### config.mk
export PLATFORM = sky130hd
export DESIGN_NAME = pid_levitation_controller_top_flat
export DESIGN_NICKNAME = d
export VERILOG_FILES = /design/src/pidlev_pkg.sv /design/src/pidlev_if.sv /design/src/pidlev_ser_mul.sv /design/src/pidlev_ser_div.sv /design/src/pid_levitation_controller_top.sv /design/src/flat_wrapper.sv
export VERILOG_INCLUDE_DIRS = /design/src /design/src/src
export SDC_FILE = /design/constraint.sdc
export NUM_CORES = 2
export LEC_CHECK = 0
export ABC_AREA = 1
export BUFFER_PORTS_ARGS = -buffer_cell sky130_fd_sc_hd__buf_2
export CORE_AREA = 2 2 385 387
export CTS_BUF_LIST = sky130_fd_sc_hd__clkbuf_8
export DETAILED_ROUTE_END_ITERATION = 12
export DIE_AREA = 0 0 387 389
export SYNTH_ARGS = -nofsm -noshare
export SYNTH_HDL_FRONTEND = slang
export SYNTH_SLANG_ARGS = --single-unit
### constraint.sdc
create_clock -name i_clk -period 14.2 [get_ports i_clk]
set_input_delay 4.26 -clock i_clk [delete_from_list [all_inputs] [get_ports i_clk]]
set_output_delay 4.26 -clock i_clk [all_outputs]
set_load 0.03 [all_outputs]
### src/assert_macros.svh
// ----------------------------------------------------------------------------
// Assertion macros
// Clocked concurrent checks, quiet while reset is held low.
// ----------------------------------------------------------------------------
`ifndef ASSERT_MACROS_SVH
`define ASSERT_MACROS_SVH

// Check that an expression holds at every clock edge
`define AST_ALWAYS(lbl, expr, msg) \
    lbl: assert property (@(posedge i_clk) disable iff (!i_rst_n) (expr)) else $error(msg);

// Check that a condition implies a consequence in the same cycle
`define AST_IMPLY(lbl, ante, cons, msg) \
    lbl: assert property (@(posedge i_clk) disable iff (!i_rst_n) (ante) |-> (cons)) \
        else $error(msg);

`endif

### src/pidlev_pkg.sv
// ----------------------------------------------------------------------------
// pidlev_pkg
// Widths, register codes, request structs and saturation helpers shared by
// the levitation PID controller.
// ----------------------------------------------------------------------------
`default_nettype none

package pidlev_pkg;

    // Field and datapath widths
    localparam int W_SIG      = 32;
    localparam int W_GAIN     = 31;
    localparam int W_MM       = 13;
    localparam int W_REF      = 23;
    localparam int W_DRV      = 23;
    localparam int W_CAL      = 24;
    localparam int W_POLE     = 25;
    localparam int W_LIM      = 23;
    localparam int W_ACC      = 2 * W_SIG;
    localparam int W_MAG      = 40;
    localparam int W_DIVD     = 36;
    localparam int W_DVSR     = 5;
    localparam int W_CFG_IDX  = 3;
    localparam int W_CFG_DATA = 32;
    localparam int W_WIDE     = W_SIG + 2;

    // Serial step counts
    localparam int MUL_STEPS = W_SIG;
    localparam int DIV_STEPS = W_DIVD;

    // Constant divisors and rounding terms
    localparam logic [W_DVSR-1:0] DIV_TEN      = 5'd10;
    localparam logic [W_DVSR-1:0] DIV_EIGHTEEN = 5'd18;
    localparam logic [W_DIVD-1:0] MM_ROUND     = 36'd5;
    localparam logic [W_DIVD-1:0] AW_ROUND     = 36'd9;
    // Half an LSB of Q8.24, pre-placed in the upper accumulator half
    localparam logic [W_SIG-1:0]  ROUND_HALF   = 32'h0080_0000;

    // Register reset values
    localparam logic [W_CAL-1:0]  RST_CAL  = 24'd6553600;
    localparam logic [W_GAIN-1:0] RST_KP   = 31'd111352;
    localparam logic [W_GAIN-1:0] RST_KI   = 31'd253;
    localparam logic [W_POLE-1:0] RST_AD   = 25'd631459;
    localparam logic [W_GAIN-1:0] RST_BD   = 31'd3157295;
    localparam logic [W_POLE-1:0] RST_BETA = 25'd11744051;
    localparam logic [W_LIM-1:0]  RST_UMIN = 23'd327680;
    localparam logic [W_LIM-1:0]  RST_UMAX = 23'd589824;

    // Saturation bounds
    localparam logic signed [W_WIDE-1:0] SAT_HI = 34'sd2147483647;
    localparam logic signed [W_WIDE-1:0] SAT_LO = -34'sd2147483648;
    localparam logic [W_MAG-1:0]         MAG_POS_MAX = 40'h00_7FFF_FFFF;
    localparam logic [W_MAG-1:0]         MAG_NEG_MAX = 40'h00_8000_0000;
    localparam logic [W_SIG-1:0]         SIG_MAX = 32'h7FFF_FFFF;
    localparam logic [W_SIG-1:0]         SIG_MIN = 32'h8000_0000;

    typedef logic signed [W_SIG-1:0] t_sig;

    // Configuration register codes
    typedef enum logic [W_CFG_IDX-1:0] {
        CFG_CAL  = 3'd0,
        CFG_KP   = 3'd1,
        CFG_KI   = 3'd2,
        CFG_AD   = 3'd3,
        CFG_BD   = 3'd4,
        CFG_BETA = 3'd5,
        CFG_UMIN = 3'd6,
        CFG_UMAX = 3'd7
    } t_cfg_idx;

    // Request to the serial multiplier
    typedef struct packed {
        logic              start;
        t_sig              value;
        logic [W_GAIN-1:0] gain;
    } t_mul_req;

    // Request to the serial constant divider
    typedef struct packed {
        logic              start;
        logic [W_DIVD-1:0] dividend;
        logic [W_DVSR-1:0] divisor;
    } t_div_req;

    // Sign-extend a signal by two bits for saturating sums
    function automatic logic signed [W_WIDE-1:0] f_sx(input t_sig v);
        return {{2{v[W_SIG-1]}}, v};
    endfunction

    // Clamp a widened sum to the signed 32-bit range
    function automatic t_sig f_sat34(input logic signed [W_WIDE-1:0] v);
        t_sig r;
        if (v > SAT_HI) begin
            r = SIG_MAX;
        end else if (v < SAT_LO) begin
            r = SIG_MIN;
        end else begin
            r = v[W_SIG-1:0];
        end
        return r;
    endfunction

    // Apply a sign to a magnitude and clamp to the signed 32-bit range
    function automatic t_sig f_sat_mag(input logic neg, input logic [W_MAG-1:0] mag);
        t_sig r;
        if (!neg) begin
            if (mag > MAG_POS_MAX) r = SIG_MAX;
            else                   r = mag[W_SIG-1:0];
        end else begin
            if (mag > MAG_NEG_MAX) r = SIG_MIN;
            else                   r = {W_SIG{1'b0}} - mag[W_SIG-1:0];
        end
        return r;
    endfunction

endpackage

`default_nettype wire

### src/pidlev_if.sv
// ----------------------------------------------------------------------------
// pidlev channel interfaces
// Valid/ready channels for samples, drive results and register writes.
// ----------------------------------------------------------------------------
`default_nettype none

// Sample channel: range reading and reference
interface pidlev_in_if;
    import pidlev_pkg::*;
    logic              valid;
    logic              ready;
    logic [W_MM-1:0]   range_mm;
    logic [W_REF-1:0]  target_position;
    modport source (output valid, range_mm, target_position, input ready);
    modport sink   (input valid, range_mm, target_position, output ready);
endinterface

// Result channel: clamped drive and limit flag
interface pidlev_out_if;
    import pidlev_pkg::*;
    logic              valid;
    logic              ready;
    logic [W_DRV-1:0]  drive;
    logic              at_limit;
    modport source (output valid, drive, at_limit, input ready);
    modport sink   (input valid, drive, at_limit, output ready);
endinterface

// Register write channel
interface pidlev_cfg_if;
    import pidlev_pkg::*;
    logic                  valid;
    logic                  ready;
    logic [W_CFG_IDX-1:0]  reg_index;
    logic [W_CFG_DATA-1:0] data;
    modport source (output valid, reg_index, data, input ready);
    modport sink   (input valid, reg_index, data, output ready);
endinterface

`default_nettype wire

### src/pidlev_ser_mul.sv
// ----------------------------------------------------------------------------
// pidlev_ser_mul
// Bit-serial signal-by-gain multiplier: Q16.16 times Q8.24, one gain bit per
// cycle, rounded half away from zero and saturated to Q16.16.
// ----------------------------------------------------------------------------
`default_nettype none

module pidlev_ser_mul (
    input  wire                 i_clk,
    input  wire                 i_rst_n,
    input  wire pidlev_pkg::t_mul_req i_req,
    output logic                o_done,
    output pidlev_pkg::t_sig    o_result
);
    import pidlev_pkg::*;

    localparam logic [4:0] LAST_STEP = 5'(MUL_STEPS - 1);

    logic              r_busy;
    logic              r_done;
    logic [4:0]        r_cnt;
    logic [W_SIG-1:0]  r_mag;
    logic [W_SIG-1:0]  r_gain;
    logic [W_ACC-1:0]  r_acc;
    logic              r_neg;
    logic [W_SIG:0]    w_sum;

    // Add the magnitude into the upper half when the current gain bit is set
    assign w_sum = {1'b0, r_acc[W_ACC-1:W_SIG]}
                 + (r_gain[0] ? {1'b0, r_mag} : {(W_SIG+1){1'b0}});

    // Control: count the gain bits
    always_ff @(posedge i_clk) begin
        if (!i_rst_n) begin
            r_busy <= 1'b0;
            r_done <= 1'b0;
            r_cnt  <= '0;
        end else begin
            r_done <= 1'b0;
            if (i_req.start) begin
                r_busy <= 1'b1;
                r_cnt  <= '0;
            end else if (r_busy) begin
                r_cnt <= r_cnt + 5'd1;
                if (r_cnt == LAST_STEP) begin
                    r_busy <= 1'b0;
                    r_done <= 1'b1;
                end
            end
        end
    end

    // Datapath: load operands, then shift and add
    always_ff @(posedge i_clk) begin
        if (i_req.start) begin
            r_neg  <= i_req.value[W_SIG-1];
            r_mag  <= i_req.value[W_SIG-1] ? ({W_SIG{1'b0}} - i_req.value) : i_req.value;
            r_gain <= {1'b0, i_req.gain};
            r_acc  <= {ROUND_HALF, {W_SIG{1'b0}}};
        end else if (r_busy) begin
            r_gain <= {1'b0, r_gain[W_SIG-1:1]};
            r_acc  <= {w_sum, r_acc[W_SIG-1:1]};
        end
    end

    // Drop the 24 fraction bits of the gain, then apply sign and clamp
    assign o_result = f_sat_mag(r_neg, r_acc[W_ACC-1:W_ACC-W_MAG]);
    assign o_done   = r_done;

endmodule

`default_nettype wire

### src/pidlev_ser_div.sv
// ----------------------------------------------------------------------------
// pidlev_ser_div
// Restoring divider by a small constant divisor, one quotient bit per cycle.
// ----------------------------------------------------------------------------
`default_nettype none

module pidlev_ser_div (
    input  wire                        i_clk,
    input  wire                        i_rst_n,
    input  wire pidlev_pkg::t_div_req  i_req,
    output logic                       o_done,
    output logic [pidlev_pkg::W_DIVD-1:0] o_quot
);
    import pidlev_pkg::*;

    localparam logic [5:0] LAST_STEP = 6'(DIV_STEPS - 1);

    logic              r_busy;
    logic              r_done;
    logic [5:0]        r_cnt;
    logic [W_DIVD-1:0] r_num;
    logic [W_DVSR-1:0] r_rem;
    logic [W_DVSR-1:0] r_dvsr;
    logic [W_DVSR:0]   w_trial;
    logic              w_ge;
    logic [W_DVSR:0]   w_diff;

    // Bring down the next dividend bit and try the subtraction
    assign w_trial = {r_rem, r_num[W_DIVD-1]};
    assign w_ge    = (w_trial >= {1'b0, r_dvsr});
    assign w_diff  = w_trial - {1'b0, r_dvsr};

    // Control: count the quotient bits
    always_ff @(posedge i_clk) begin
        if (!i_rst_n) begin
            r_busy <= 1'b0;
            r_done <= 1'b0;
            r_cnt  <= '0;
        end else begin
            r_done <= 1'b0;
            if (i_req.start) begin
                r_busy <= 1'b1;
                r_cnt  <= '0;
            end else if (r_busy) begin
                r_cnt <= r_cnt + 6'd1;
                if (r_cnt == LAST_STEP) begin
                    r_busy <= 1'b0;
                    r_done <= 1'b1;
                end
            end
        end
    end

    // Datapath: shift dividend out at the top, quotient in at the bottom
    always_ff @(posedge i_clk) begin
        if (i_req.start) begin
            r_num  <= i_req.dividend;
            r_rem  <= '0;
            r_dvsr <= i_req.divisor;
        end else if (r_busy) begin
            r_rem <= w_ge ? w_diff[W_DVSR-1:0] : w_trial[W_DVSR-1:0];
            r_num <= {r_num[W_DIVD-2:0], w_ge};
        end
    end

    assign o_quot = r_num;
    assign o_done = r_done;

endmodule

`default_nettype wire

### src/pid_levitation_controller_top.sv
// One sample is processed at a time: the input is ready only while idle, and the
// next sample is taken after the drive beat is loaded. Each sample uses four or five
// bit-serial products and one or two serial divisions; with a zero integral gain the
// integral update is skipped.
// Reset (synchronous, active low) restores the default registers and clears
// the stored position, integral and derivative terms.
// ----------------------------------------------------------------------------
// pid_levitation_controller_top
// Levitation PID with setpoint weighting, filtered derivative on position and
// back-calculation anti-windup, sequenced over a shared serial multiplier
// and a serial constant divider.
// ----------------------------------------------------------------------------
`default_nettype none

`include "assert_macros.svh"

module pid_levitation_controller_top (
    input  wire          i_clk,
    input  wire          i_rst_n,
    pidlev_in_if.sink    i_in,
    pidlev_out_if.source o_out,
    pidlev_cfg_if.sink   i_cfg
);
    import pidlev_pkg::*;

    typedef enum logic [18:0] {
        S_IDLE    = 19'h00001,
        S_DIV_MM  = 19'h00002,
        S_POS     = 19'h00004,
        S_W_WAIT  = 19'h00008,
        S_P_GO    = 19'h00010,
        S_P_WAIT  = 19'h00020,
        S_DP_GO   = 19'h00040,
        S_DP_WAIT = 19'h00080,
        S_DK_GO   = 19'h00100,
        S_DK_WAIT = 19'h00200,
        S_D       = 19'h00400,
        S_U       = 19'h00800,
        S_CLAMP   = 19'h01000,
        S_I_GO    = 19'h02000,
        S_I_WAIT  = 19'h04000,
        S_AW_GO   = 19'h08000,
        S_AW_WAIT = 19'h10000,
        S_INT     = 19'h20000,
        S_DONE    = 19'h40000
    } t_state;

    t_state r_state, n_state;

    // Configuration registers
    logic [W_CAL-1:0]  r_cal;
    logic [W_GAIN-1:0] r_kp;
    logic [W_GAIN-1:0] r_ki;
    logic [W_POLE-1:0] r_ad;
    logic [W_GAIN-1:0] r_bd;
    logic [W_POLE-1:0] r_beta;
    logic [W_LIM-1:0]  r_umin;
    logic [W_LIM-1:0]  r_umax;

    // Controller state
    t_sig r_last;
    t_sig r_integ;
    t_sig r_deriv;

    // Per-sample working registers
    logic [W_REF-1:0] r_ref;
    t_sig r_y, r_wref, r_dy, r_e, r_p, r_dpole, r_dkick, r_dnew;
    t_sig r_u, r_usat, r_diff, r_ie, r_aw;
    logic r_lim;

    // Output register
    logic             r_out_valid;
    logic [W_DRV-1:0] r_drive;
    logic             r_at_limit;

    // Serial units
    t_mul_req          w_mul_req;
    logic              w_mul_done;
    t_sig              w_mul_res;
    t_div_req          w_div_req;
    logic              w_div_done;
    logic [W_DIVD-1:0] w_div_quot;

    logic              w_in_acc;
    logic              w_out_load;
    t_sig              n_perr;
    t_sig              w_umin;
    t_sig              w_umax;
    logic [W_SIG-1:0]  w_aw_mag;
    logic [W_DIVD-1:0] w_aw_divd;
    logic [W_DIVD-1:0] w_mm_divd;

    // Sequencer groupings for the checks
    logic              w_mul_wait;
    logic              w_div_wait;
    logic              w_int_step;
    logic              w_done_step;

    // Handshakes
    assign i_in.ready  = (r_state == S_IDLE);
    assign w_in_acc    = i_in.valid && (r_state == S_IDLE);
    assign w_out_load  = (r_state == S_DONE) && (!r_out_valid || o_out.ready);
    assign i_cfg.ready = 1'b1;

    assign o_out.valid    = r_out_valid;
    assign o_out.drive    = r_drive;
    assign o_out.at_limit = r_at_limit;

    // Operand helpers
    assign w_umin    = t_sig'({{(W_SIG-W_LIM){1'b0}}, r_umin});
    assign w_umax    = t_sig'({{(W_SIG-W_LIM){1'b0}}, r_umax});
    assign n_perr    = f_sat34(f_sx(r_wref) - f_sx(r_y));
    assign w_mm_divd = {{(W_DIVD-W_MM-16){1'b0}}, i_in.range_mm, 16'd0} + MM_ROUND;
    assign w_aw_mag  = r_diff[W_SIG-1] ? ({W_SIG{1'b0}} - r_diff) : r_diff;
    assign w_aw_divd = ({{(W_DIVD-W_SIG){1'b0}}, w_aw_mag} << 4)
                     + ({{(W_DIVD-W_SIG){1'b0}}, w_aw_mag} << 2) + AW_ROUND;

    // Register writes
    always_ff @(posedge i_clk) begin
        if (!i_rst_n) begin
            r_cal  <= RST_CAL;
            r_kp   <= RST_KP;
            r_ki   <= RST_KI;
            r_ad   <= RST_AD;
            r_bd   <= RST_BD;
            r_beta <= RST_BETA;
            r_umin <= RST_UMIN;
            r_umax <= RST_UMAX;
        end else if (i_cfg.valid) begin
            case (t_cfg_idx'(i_cfg.reg_index))
                CFG_CAL:  r_cal  <= i_cfg.data[W_CAL-1:0];
                CFG_KP:   r_kp   <= i_cfg.data[W_GAIN-1:0];
                CFG_KI:   r_ki   <= i_cfg.data[W_GAIN-1:0];
                CFG_AD:   r_ad   <= i_cfg.data[W_POLE-1:0];
                CFG_BD:   r_bd   <= i_cfg.data[W_GAIN-1:0];
                CFG_BETA: r_beta <= i_cfg.data[W_POLE-1:0];
                CFG_UMIN: r_umin <= i_cfg.data[W_LIM-1:0];
                CFG_UMAX: r_umax <= i_cfg.data[W_LIM-1:0];
                default:  ;
            endcase
        end
    end

    // Issue multiplier requests
    always_comb begin
        w_mul_req = '0;
        case (r_state)
            S_POS: begin
                w_mul_req.start = 1'b1;
                w_mul_req.value = t_sig'({{(W_SIG-W_REF){1'b0}}, r_ref});
                w_mul_req.gain  = {{(W_GAIN-W_POLE){1'b0}}, r_beta};
            end
            S_P_GO: begin
                w_mul_req.start = 1'b1;
                w_mul_req.value = n_perr;
                w_mul_req.gain  = r_kp;
            end
            S_DP_GO: begin
                w_mul_req.start = 1'b1;
                w_mul_req.value = r_deriv;
                w_mul_req.gain  = {{(W_GAIN-W_POLE){1'b0}}, r_ad};
            end
            S_DK_GO: begin
                w_mul_req.start = 1'b1;
                w_mul_req.value = r_dy;
                w_mul_req.gain  = r_bd;
            end
            S_I_GO: begin
                w_mul_req.start = 1'b1;
                w_mul_req.value = r_e;
                w_mul_req.gain  = r_ki;
            end
            default: ;
        endcase
    end

    // Issue divider requests: range to centimetres, then the anti-windup scale
    always_comb begin
        w_div_req = '0;
        case (r_state)
            S_IDLE: begin
                w_div_req.start    = w_in_acc;
                w_div_req.dividend = w_mm_divd;
                w_div_req.divisor  = DIV_TEN;
            end
            S_AW_GO: begin
                w_div_req.start    = 1'b1;
                w_div_req.dividend = w_aw_divd;
                w_div_req.divisor  = DIV_EIGHTEEN;
            end
            default: ;
        endcase
    end

    pidlev_ser_mul u_mul (
        .i_clk    (i_clk),
        .i_rst_n  (i_rst_n),
        .i_req    (w_mul_req),
        .o_done   (w_mul_done),
        .o_result (w_mul_res)
    );

    pidlev_ser_div u_div (
        .i_clk   (i_clk),
        .i_rst_n (i_rst_n),
        .i_req   (w_div_req),
        .o_done  (w_div_done),
        .o_quot  (w_div_quot)
    );

    // Advance the sequencer
    always_comb begin
        n_state = r_state;
        case (r_state)
            S_IDLE:    if (w_in_acc)   n_state = S_DIV_MM;
            S_DIV_MM:  if (w_div_done) n_state = S_POS;
            S_POS:     n_state = S_W_WAIT;
            S_W_WAIT:  if (w_mul_done) n_state = S_P_GO;
            S_P_GO:    n_state = S_P_WAIT;
            S_P_WAIT:  if (w_mul_done) n_state = S_DP_GO;
            S_DP_GO:   n_state = S_DP_WAIT;
            S_DP_WAIT: if (w_mul_done) n_state = S_DK_GO;
            S_DK_GO:   n_state = S_DK_WAIT;
            S_DK_WAIT: if (w_mul_done) n_state = S_D;
            S_D:       n_state = S_U;
            S_U:       n_state = S_CLAMP;
            S_CLAMP:   n_state = (r_ki != '0) ? S_I_GO : S_DONE;
            S_I_GO:    n_state = S_I_WAIT;
            S_I_WAIT:  if (w_mul_done) n_state = S_AW_GO;
            S_AW_GO:   n_state = S_AW_WAIT;
            S_AW_WAIT: if (w_div_done) n_state = S_INT;
            S_INT:     n_state = S_DONE;
            S_DONE:    if (w_out_load) n_state = S_IDLE;
            default:   n_state = S_IDLE;
        endcase
    end

    always_ff @(posedge i_clk) begin
        if (!i_rst_n) begin
            r_state <= S_IDLE;
        end else begin
            r_state <= n_state;
        end
    end

    // Working registers for one sample
    always_ff @(posedge i_clk) begin
        case (r_state)
            S_IDLE: begin
                if (w_in_acc) r_ref <= i_in.target_position;
            end
            S_DIV_MM: begin
                // Position is calibration minus the range in centimetres
                if (w_div_done) begin
                    r_y <= f_sat34(f_sx(t_sig'({{(W_SIG-W_CAL){1'b0}}, r_cal}))
                                   - f_sx(t_sig'(w_div_quot[W_SIG-1:0])));
                end
            end
            S_W_WAIT: begin
                if (w_mul_done) r_wref <= w_mul_res;
            end
            S_P_GO: begin
                r_dy <= f_sat34(f_sx(r_y) - f_sx(r_last));
                r_e  <= f_sat34(f_sx(t_sig'({{(W_SIG-W_REF){1'b0}}, r_ref})) - f_sx(r_y));
            end
            S_P_WAIT: begin
                if (w_mul_done) r_p <= w_mul_res;
            end
            S_DP_WAIT: begin
                if (w_mul_done) r_dpole <= w_mul_res;
            end
            S_DK_WAIT: begin
                if (w_mul_done) r_dkick <= w_mul_res;
            end
            S_D: begin
                r_dnew <= f_sat34(f_sx(r_dpole) - f_sx(r_dkick));
            end
            S_U: begin
                r_u <= f_sat34(f_sx(r_p) + f_sx(r_integ) + f_sx(r_dnew));
            end
            S_CLAMP: begin
                // When the limits are crossed, the lower limit wins below it, the upper above it
                if (r_u < w_umin)      r_usat <= w_umin;
                else if (r_u > w_umax) r_usat <= w_umax;
                else                   r_usat <= r_u;
                r_lim <= (r_u < w_umin) || (r_u > w_umax);
            end
            S_I_GO: begin
                r_diff <= f_sat34(f_sx(r_usat) - f_sx(r_u));
            end
            S_I_WAIT: begin
                if (w_mul_done) r_ie <= w_mul_res;
            end
            S_AW_WAIT: begin
                if (w_div_done) begin
                    r_aw <= f_sat_mag(r_diff[W_SIG-1],
                                      {{(W_MAG-W_DIVD){1'b0}}, w_div_quot});
                end
            end
            default: ;
        endcase
    end

    // Controller state: integral, derivative and previous position
    always_ff @(posedge i_clk) begin
        if (!i_rst_n) begin
            r_integ <= '0;
            r_deriv <= '0;
            r_last  <= '0;
        end else begin
            if (r_state == S_INT) begin
                r_integ <= f_sat34(f_sx(r_integ) + f_sx(r_ie) + f_sx(r_aw));
            end
            if (w_out_load) begin
                r_deriv <= r_dnew;
                r_last  <= r_y;
            end
        end
    end

    // Output register: hold the beat until taken
    always_ff @(posedge i_clk) begin
        if (!i_rst_n) begin
            r_out_valid <= 1'b0;
        end else if (w_out_load) begin
            r_out_valid <= 1'b1;
        end else if (o_out.ready) begin
            r_out_valid <= 1'b0;
        end
    end

    always_ff @(posedge i_clk) begin
        if (w_out_load) begin
            r_drive    <= r_usat[W_DRV-1:0];
            r_at_limit <= r_lim;
        end
    end

    // Group the sequencer states that the checks refer to
    assign w_mul_wait  = (r_state == S_W_WAIT) || (r_state == S_P_WAIT)
                      || (r_state == S_DP_WAIT) || (r_state == S_DK_WAIT)
                      || (r_state == S_I_WAIT);
    assign w_div_wait  = (r_state == S_DIV_MM) || (r_state == S_AW_WAIT);
    assign w_int_step  = (r_state == S_INT);
    assign w_done_step = (r_state == S_DONE);

    // Checks
    `AST_IMPLY(a_mul_done_waited, w_mul_done, w_mul_wait, "multiplier done outside a wait")
    `AST_IMPLY(a_div_done_waited, w_div_done, w_div_wait, "divider done outside a wait")
    `AST_IMPLY(a_integ_only_update, !$stable(r_integ), $past(w_int_step), "integral moved early")
    `AST_IMPLY(a_result_from_done, $rose(r_out_valid), $past(w_done_step), "stray result beat")

endmodule

`default_nettype wire

### src/flat_wrapper.sv
// flat-port wrapper written by rule: the top's interface ports become plain ports
module pid_levitation_controller_top_flat import pidlev_pkg::*;
  (i_clk, i_rst_n, i_in_valid, i_in_range_mm, i_in_target_position, i_in_ready, o_out_valid, o_out_drive, o_out_at_limit, o_out_ready, i_cfg_valid, i_cfg_reg_index, i_cfg_data, i_cfg_ready);
  pidlev_in_if i_in_i ();
  pidlev_out_if o_out_i ();
  pidlev_cfg_if i_cfg_i ();
  input  wire i_clk;
  input  wire i_rst_n;
  input wire logic [$bits(i_in_i.valid)-1:0] i_in_valid;
  input wire logic [$bits(i_in_i.range_mm)-1:0] i_in_range_mm;
  input wire logic [$bits(i_in_i.target_position)-1:0] i_in_target_position;
  output wire logic [$bits(i_in_i.ready)-1:0] i_in_ready;
  output wire logic [$bits(o_out_i.valid)-1:0] o_out_valid;
  output wire logic [$bits(o_out_i.drive)-1:0] o_out_drive;
  output wire logic [$bits(o_out_i.at_limit)-1:0] o_out_at_limit;
  input wire logic [$bits(o_out_i.ready)-1:0] o_out_ready;
  input wire logic [$bits(i_cfg_i.valid)-1:0] i_cfg_valid;
  input wire logic [$bits(i_cfg_i.reg_index)-1:0] i_cfg_reg_index;
  input wire logic [$bits(i_cfg_i.data)-1:0] i_cfg_data;
  output wire logic [$bits(i_cfg_i.ready)-1:0] i_cfg_ready;
  assign i_in_i.valid = i_in_valid;
  assign i_in_i.range_mm = i_in_range_mm;
  assign i_in_i.target_position = i_in_target_position;
  assign i_in_ready = i_in_i.ready;
  assign o_out_valid = o_out_i.valid;
  assign o_out_drive = o_out_i.drive;
  assign o_out_at_limit = o_out_i.at_limit;
  assign o_out_i.ready = o_out_ready;
  assign i_cfg_i.valid = i_cfg_valid;
  assign i_cfg_i.reg_index = i_cfg_reg_index;
  assign i_cfg_i.data = i_cfg_data;
  assign i_cfg_ready = i_cfg_i.ready;
  pid_levitation_controller_top u_core (.i_clk(i_clk), .i_rst_n(i_rst_n), .i_in(i_in_i), .o_out(o_out_i), .i_cfg(i_cfg_i));
endmodule
==> metrics <==
WP buf/inv=2; initial antenna violation count=21; Worst R2R Path Depth=13; Global Route Usage Sum=0.258; status=complete, no violations; Max stage delay cell, worst path=inv_1; Hold Vio Cnt, Final=0; Vias=50500; layout cells sized above 1=0.0782; 1st-pass router iterations=6; post-route ant nets=0; Port Buffers=100; Root Driver=clkbuf_8; Hold WS=about 410 ps; # setup viols final=0; Synth Flop Type=edfxtp_1; Rel. slew slack=0.0909; Worst Path Arrival=~3000 ps; CTS HTree Levels=4; Ys Warns=0; CP Max Fanout=15; Max Fclk=between 0.1 and 0.15 GHz; CP Capture Type=primary output; synthesized cell area=58100 um^2; NumNets Final=7701; I/O Pins=a little over 100; setup total negative slack=0 ps; fin crit period=around 7300 ps; ys async rst share=0; end of the worst register-to-register path=u_core.u_mul.r_mag[8]$_DFFE_PN_; Sw Share=0.336; Sw Pwr=approximately 2600 uW; Yosys reg bits=between 900 and 1000; Worst-Margin Slew=~1300 ps; Clk network pwr share=0.348; largest net degree at the start of global routing=between 100 and 150; Routability Congestion=~0.98; die area=151000 um^2; Fillers=14600; DR vias/cell=between 5 and 6; first-pass GRT wire length=between 200 and 300 mm; grt total ovfl=0; overall power=approximately 7800 uW; fin util=0.440; Chip Height=around 400 um; reg2reg start=u_core.r_state[16]$_SDFFE_PN0P_; Area growth, synth to finish=10.8%; DRC errors left=0; CP Cell Sequence=nor2_2 -> nand2_4 -> nor2_2 -> nand3_1 -> inv_1 -> buf_2; skew final=~54 ps; core area=approximately 150000 um^2; Worst R2R Setup Slack=9240 ps; min-delay worst type=reg2reg; Crit. path cell count=6; sequential area share after synthesis=0.427; clk buf depth=3; Netlist cell types=a little over 70; CTS tree=yes; DP Area=approximately 60000 um^2; power per cell area=roughly 120 nW/um^2; clk sinks=between 900 and 1000; Slew Limit Fails=0; # hold bufs at CTS=0; Post-synth EDFFs=about 570; crit path capture=i_in_ready; row count=between 100 and 150; Initial DRC Count=around 5300; worst setup path class=reg2out; Clk pin slew, worst setup/hold paths=60 ps; Synth Instances=7064; most frequent CP cell=nor2_2; Die X=387 um; Peak VDD IR=approximately 110 uV; Initial Utilization=0.397; syn avg cell area=around 8 um^2; CP top delay family=simple AND/OR/NAND/NOR gates; CP startpoint=u_core.r_state[16]$_SDFFE_PN0P_; CTS resizes=0; RSZ-0062 raised after global routing=false; Comb power frac=0.217; worst path required time=9940 ps; Leakage=between 0.02 and 0.03 uW; post-CTS setup buffer count=0; maxcap violations=0; CP Launch Type=flip-flop; total CTS buffers=between 150 and 200; wirelength, routed=~200 mm; vias in the first global route=47400; design area=about 64000 um^2; Pint=roughly 5200 uW; Clock Latency Late Sink=between 900 and 1000 ps; final worst path period share=0.512; DP HPWL=153 mm; Reg power frac=0.436; max incr delay on CP=~550 ps; DR WL/cell=about 21 um
==> worst reg2reg max path, delay by kind of cell (launching register included) <==
kind / cells / cell delay, ps
buf+inv: 3 / 1050
flops: 1 / 340
compound gates: 3 / 640
xor+xnor: 1 / 180
simple gates: 6 / 2520
==> worst min path at each step <==
stage	start	to	slack (ps)	cells past startpoint
floorplan	u_core.r_lim$_DFFE_PP_	u_core.o_out.at_limit$_DFFE_PP_	400	0
global route	u_core.r_lim$_DFFE_PP_	u_core.o_out.at_limit$_DFFE_PP_	420	0
global placement	u_core.r_lim$_DFFE_PP_	u_core.o_out.at_limit$_DFFE_PP_	410	0
CTS	u_core.r_lim$_DFFE_PP_	u_core.o_out.at_limit$_DFFE_PP_	410	0
finish	u_core.r_lim$_DFFE_PP_	u_core.o_out.at_limit$_DFFE_PP_	410	0
detailed placement	u_core.r_lim$_DFFE_PP_	u_core.o_out.at_limit$_DFFE_PP_	400	0
==> cells in the final DEF (no fill, tap or decap), types with 23 or more instances in the layout <==
cell and instances:
a21oi_1 590, a221oi_1 46, a31oi_1 57, buf_2 99, buf_4 74, clkbuf_8 207, dfxtp_1 389, edfxtp_1 567
fa_1 74, ha_1 358, inv_1 943, inv_2 31, nand2_1 1372, nand3_1 242, nand4_1 53, nor2_1 612
nor2_2 25, nor3_1 83, nor4_1 39, o211ai_1 44, o21a_1 23, o21ai_0 630, o21ai_1 40, o221ai_1 32
o22ai_1 53, xnor2_1 109, xor2_1 247
==> sequential cells by signal, summed over array words and instances, names as in the netlist, 31 cells and up <==
signal / flops
u_core.u_mul.r_acc: 40
u_core.r_dnew: 32
u_core.u_mul.r_gain: 31
u_core.r_last: 32
u_core.r_bd: 31
u_core.r_u: 32
u_core.u_mul.r_mag: 32
u_core.r_deriv: 32
u_core.r_dpole: 32
u_core.r_y: 32
u_core.r_integ: 32
u_core.r_dy: 32
u_core.r_usat: 32
u_core.r_kp: 31
u_core.r_wref: 32
u_core.r_dkick: 32
u_core.u_div.o_quot: 36
u_core.r_p: 32
u_core.r_aw: 32
u_core.r_diff: 32
u_core.r_ie: 32
u_core.r_e: 32
u_core.r_ki: 31
==> power by group through the flow <==
stage / Sequential [uW] / Combinational, uW / Clock (uW)
after floorplan: 3400 / 989 / 0
after global placement: 3460 / 1660 / 0
after detailed placement: 3470 / 1670 / 0
after CTS: 3410 / 1680 / 2770
after global routing: 3430 / 1840 / 2880
final: 3410 / 1700 / 2720
==> synthesized netlist by cell type, types with 21 or more instances <==
cell type / count / area (um^2)
a21oi_1: 592 / 2960
a221oi_1: 46 / 403
a31oi_1: 57 / 357
buf_2: 32 / 160
clkbuf_1: 173 / 649
dfxtp_1: 389 / 7790
edfxtp_1: 567 / 17000
fa_1: 74 / 1480
ha_1: 358 / 4480
inv_1: 880 / 3300
inv_2: 30 / 113
nand2_1: 1373 / 5150
nand2_2: 21 / 131
nand3_1: 242 / 1210
nand4_1: 53 / 332
nor2_1: 626 / 2350
nor3_1: 83 / 415
nor4_1: 42 / 263
o211ai_1: 44 / 330
o21a_1: 23 / 173
o21ai_0: 642 / 3210
o21ai_1: 33 / 165
o221ai_1: 34 / 298
o22ai_1: 53 / 332
xnor2_1: 109 / 955
xor2_1: 247 / 2160
==> cell type report <==
class	instances	area (um^2)	share of cell area
clock inverters	109	744	0.0116
diodes	4	10.0	0.000155
flip-flops and latches	956	24800	0.385
clock buffers	206	2840	0.0440
inverters	914	3430	0.0532
multi-input cells	4978	29100	0.452
well taps	1930	2410	0.0375
repair buffers	174	1060	0.0165
==> per-layer routing <==
layer,vias to the layer above,wire length (um),GRT usage
li1,24200,-,-
met1,24300,91800,0.368
met2,1753,86900,0.397
met3,311,13600,0.0401
met4,14,6800,0.0908
met5,-,94,0
==> cell families after synthesis <==
logic type | synth area share
and+or+nand+nor | 0.182
AOI/OAI and AO/OA | 0.160
other | 0.000129
adders and majority gates | 0.103
xor gates and xnor gates | 0.0536
DFF | 0.427
buffers and inverters | 0.0751
==> metrics by stage <==
step	instances	setup WS, ps
final	9271	6930
after floorplan	7072	7210
after global routing	9270	6760
after global placement	8952	7590
after detailed placement	8952	7570
after CTS	9267	6810
(Power assumes the default switching activity.)
